==> src/sem_pkg.sv <==
// Shared types and constants for the Sobel edge magnitude core.
package sem_pkg;

  localparam int PixW    = 8;
  localparam int ChanN   = 3;
  localparam int RgbW    = PixW * ChanN;
  localparam int RowW    = 13;
  localparam int HeightMax = 4096;
  localparam int GradW   = 11;
  localparam int SumW    = 21;

  // Sum of squares at or above this value clamps the magnitude to full scale
  localparam logic [SumW-1:0] MagLimit = SumW'(65281);

  // Register indexes of the configuration port
  localparam logic CfgWidth  = 1'b0;
  localparam logic CfgHeight = 1'b1;

  typedef logic [8:0][PixW-1:0] taps_t;
  typedef logic signed [GradW-1:0] grad_t;

  typedef struct packed {
    logic start;
    taps_t taps;
  } lane_req_t;

  typedef struct packed {
    logic done;
    logic [PixW-1:0] mag;
  } lane_rsp_t;

endpackage

==> src/sem_lane.sv <==
// One color lane: Sobel gradients, sum of squares and rounded square root.
module sem_lane (
  input  logic               clk,
  input  logic               rst,
  input  sem_pkg::lane_req_t req,
  output sem_pkg::lane_rsp_t rsp
);
  import sem_pkg::*;

  typedef enum logic [1:0] {L_IDLE, L_SQ, L_ROOT, L_FIN} lstate_t;

  lstate_t           state;
  grad_t             gx;
  grad_t             gy;
  logic [SumW-1:0]   sq;
  logic [PixW-1:0]   root;
  logic [2:0]        bit_idx;
  logic [PixW-1:0]   mag;
  logic              done;

  grad_t             gx_next;
  grad_t             gy_next;
  logic [PixW-1:0]   trial;
  logic [2*PixW-1:0] trial_sq;
  logic [2*PixW-1:0] root_sq;
  logic [SumW-1:0]   root_lim;

  // Gradients from the masked 3x3 window
  always_comb begin
    gx_next = (grad_t'(req.taps[2]) + (grad_t'(req.taps[5]) <<< 1) + grad_t'(req.taps[8]))
            - (grad_t'(req.taps[0]) + (grad_t'(req.taps[3]) <<< 1) + grad_t'(req.taps[6]));
    gy_next = (grad_t'(req.taps[6]) + (grad_t'(req.taps[7]) <<< 1) + grad_t'(req.taps[8]))
            - (grad_t'(req.taps[0]) + (grad_t'(req.taps[1]) <<< 1) + grad_t'(req.taps[2]));
  end

  // Trial bit of the root and rounding bound
  always_comb begin
    trial    = root | (PixW'(1) << bit_idx);
    trial_sq = trial * trial;
    root_sq  = root * root;
    root_lim = SumW'(root_sq) + SumW'(root);
  end

  // Sequence one item: gradients, squares, eight root steps, round
  always_ff @(posedge clk) begin
    if (rst) begin
      state <= L_IDLE;
      done  <= 1'b0;
    end else begin
      done <= 1'b0;
      unique case (state)
        L_IDLE: begin
          if (req.start) begin
            gx    <= gx_next;
            gy    <= gy_next;
            state <= L_SQ;
          end
        end
        L_SQ: begin
          sq      <= SumW'(gx * gx) + SumW'(gy * gy);
          root    <= '0;
          bit_idx <= 3'd7;
          state   <= L_ROOT;
        end
        L_ROOT: begin
          if (SumW'(trial_sq) <= sq) begin
            root <= trial;
          end
          if (bit_idx == 3'd0) begin
            state <= L_FIN;
          end
          bit_idx <= bit_idx - 3'd1;
        end
        L_FIN: begin
          if (sq >= MagLimit) begin
            mag <= '1;
          end else if (sq > root_lim) begin
            mag <= root + PixW'(1);
          end else begin
            mag <= root;
          end
          done  <= 1'b1;
          state <= L_IDLE;
        end
        default: state <= L_IDLE;
      endcase
    end
  end

  assign rsp.done = done;
  assign rsp.mag  = mag;

endmodule

==> config.mk <==
export PLATFORM = sky130hd
export DESIGN_NAME = sem_lane
export DESIGN_NICKNAME = d
export VERILOG_FILES = /design/src/sem_pkg.sv /design/src/sem_lane.sv
export SDC_FILE = /design/constraint.sdc
export NUM_CORES = 1
export LEC_CHECK = 0
export BUFFER_PORTS_ARGS = -buffer_cell sky130_fd_sc_hd__buf_2
export CAP_MARGIN = 20
export CORE_UTILIZATION = 30
export CTS_CLUSTER_DIAMETER = 150
export DETAILED_ROUTE_END_ITERATION = 10
export GPL_ROUTABILITY_DRIVEN = 0
export PLACE_DENSITY_LB_ADDON = 0.05
export RECOVER_POWER = 100
export SLEW_MARGIN = 25
export SYNTH_ARGS = -nofsm -noshare
export SYNTH_HDL_FRONTEND = slang
export SYNTH_SLANG_ARGS = --single-unit
==> constraint.sdc <==
create_clock -name clk -period 8.2 [get_ports clk]
set_input_delay 0.41 -clock clk [delete_from_list [all_inputs] [get_ports clk]]
set_output_delay 0.41 -clock clk [all_outputs]
set_load 0.005 [all_outputs]
==> flow_summary.ini <==
[yosys]
synth-edff-count = 62
synth-xor-area-share = 0.0455
netlist_instances = 1700
yosysWarnings = 0
synth_fa_ha_area_frac = 0.564
synth_top_family_by_area = adder cells
async_flop_share = 0
synth.ff_latch_count = 65
netlist_area_sq_mm = 0.0167
synth.area.mux_share = 0.000672
yosys.area_share.simple = 0.101
ys_seq_area_frac = 0.115
synth-compound-area-share = 0.0579
synth_nets = 2322
synthFlopType = edfxtp_1
ys_types = 60
synth.avg_cell_area_sq_um = 9.85

[timing]
worst_slack_ns = 0.853
setup_violations = 0
fin_crit_ns = 7.35
finalSetupTns_ns = 0
skew_ns = 0.0107
layout_worst_path_cycle_share = 0.896
max_slew_margin = -0.216
slew_violations = 22
rsz0062_at_grt = no
hold_violations = 0
tightest_slew_ns = 1.82
fmax_mhz = 136

[global_routing]
grt_pass1_vias = 12200
grt_pass1_wl_microns = 64200
antenna_found_initial = 0
track_usage = 0.145
overflow = 0
grt_max_degree = 23

[critical_path]
endpoint_kind = flop
critical_path_arrival_ns = 7.41
critPathMaxStageDelay_ns = 0.62
critPathLaunchType = flop
cp.required_ns = 8.26
cp_slowest_cell = edfxtp_1
worstPathMaxFanout = 12
critPathKind = reg -> reg

[status]
violations = max-capacitance violations, max-slew violations
outcome = finished with violations

[die]
start_util = 0.304
rows = 86
die_h_microns = 238
ioPinCount = 84
die_w_microns = 238
die_area_sq_mm = 0.0568
core_sq_mm = 0.0551

[clock_network]
root_buffer = clkbuf_16
cts_resized = 0
ctsHoldBuffers = 0
htreeDepth = 3
cts_buffers = 9
clk_latency_ns = 0.36
clock-sinks = 65
cts_buffer_depth = 2
clkTransAtPathRegs_ns = 0.06
cts_setup_buffers = 0
cts_tree = yes

[place]
place_area_sq_mm = 0.0180
io_buffer_count = 75
dpl.cell_count = 2503
dp.final_hpwl_microns = 33000
dp_slack_ns = 1.11

[route]
drt-total-wl_microns = 37300
vias_per_cell = 4.21
drt_iter0_drc = 220
ant_nets = 0
firstDrtPassIters = 4
wl_per_cell_microns = 14.8
drc = 0
num_vias = 10600

[finish]
num-nets-final = 2388
mostFrequentLayoutCell = inv_1
fillers = 5857
seq_area_sq_mm = 0.00192
final_cell_mix = inv_1, fa_1, ha_1
fin_area_sq_mm = 0.0183
syn_to_final_growth_pct = 9.37
multi_input_area_sq_mm = 0.0129
diodes = 0
drive_above_1_share = 0.0621
fin_cells = 2519

[job]
max_cap_violations = 2

[hold_path]
min_path_type = in -> reg
==> through the flow <==
stage           util  hold WS, ns
6_report       0.332        0.351
5_1_grt        0.332        0.353
4_1_cts        0.333        0.344
2_1_floorplan      -        0.482
3_5_place_dp   0.328        0.537
3_3_place_gp   0.328        0.536
==> synthesized netlist by cell type, types with 2 or more instances <==
cell         n  share of area
inv_1      481           0.11
fa_1       347           0.41
ha_1       200           0.15
nand2_1     87          0.020
nor2_1      70          0.016
and2_1      67          0.025
xnor2_1     63          0.033
edfxtp_1    62           0.11
a21oi_1     54          0.016
nor2b_1     38          0.014
clkbuf_1    35         0.0078
xor2_1      24          0.013
o21ai_0     23         0.0069
a21o_1      19         0.0085
nor3_1      19         0.0057
nand2b_1    11         0.0041
nand3_1      9         0.0027
o21a_1       9         0.0040
or2_2        9         0.0034
o21bai_1     8         0.0036
nand4_1      7         0.0026
a211oi_1     5         0.0022
and3_1       4         0.0015
nand3b_1     4         0.0018
dfxtp_1      3         0.0036
nor4_1       3         0.0011
nor3b_1      2        0.00090
o2111ai_1    2         0.0010
o211a_1      2         0.0012
o41ai_1      2         0.0010
or3_1        2        0.00075
==> worst max-delay path, delay by kind of cell (launching register included) <==
kind | cells | cell delay [ns]
fa+ha+maj | 6 | 2.68
xor+xnor | 1 | 0.15
compound gates | 9 | 1.92
simple gates | 4 | 0.60
buf+inv | 6 | 1.07
flops | 1 | 0.62
==> final timing paths <==
path | endpoint | slack (ns) | cells past startpoint | startpoint
setup / recovery | root[7] | 0.85 | 26 | root[5]
hold / removal | state[1] | 0.35 | 2 | rst
setup reg to reg | root[7] | 0.85 | 26 | root[5]
hold reg to reg | state[0] | 0.54 | 2 | state[0]
==> cells by family (layout without fill, tap and decap cells) <==
logic type,Yosys count,in the layout
AO/OA/AOI/OAI,148,148
XOR/XNOR,87,87
adder cells (fa/ha/maj),547,547
buffers and inverters,517,588
flip-flops,65,65
multiplexers,1,1
AND/OR/NAND/NOR,335,335
==> layout make-up <==
cell class / count / share of cell area
clock buffer: 12 / 0.0146
inverter: 481 / 0.0986
sequential: 65 / 0.105
clock inverter: 4 / 0.00273
tap: 748 / 0.0511
timing repair buffer: 91 / 0.0250
multi-input combinational: 1118 / 0.703
==> metal layers <==
metal / part of all wire / vias up / track usage
li1: - / 5262 / -
met1: 0.46 / 5230 / 0.183
met2: 0.51 / 91 / 0.264
met3: 0.018 / 22 / 0.0177
met4: 0.013 / 0 / 0.0303
met5: 0 / - / 0
==> state kept, by name, indices dropped and copies added (netlist names) <==
| register | flops |
|---|---|
| sq | 21 |
| gx | 11 |
| gy | 11 |
| mag | 8 |
| root | 8 |
| bit_idx | 3 |
| state | 2 |
| done | 1 |
Power is not shown: default switching activity piles up to over one toggle a cycle in this logic, so the estimate is an artifact.
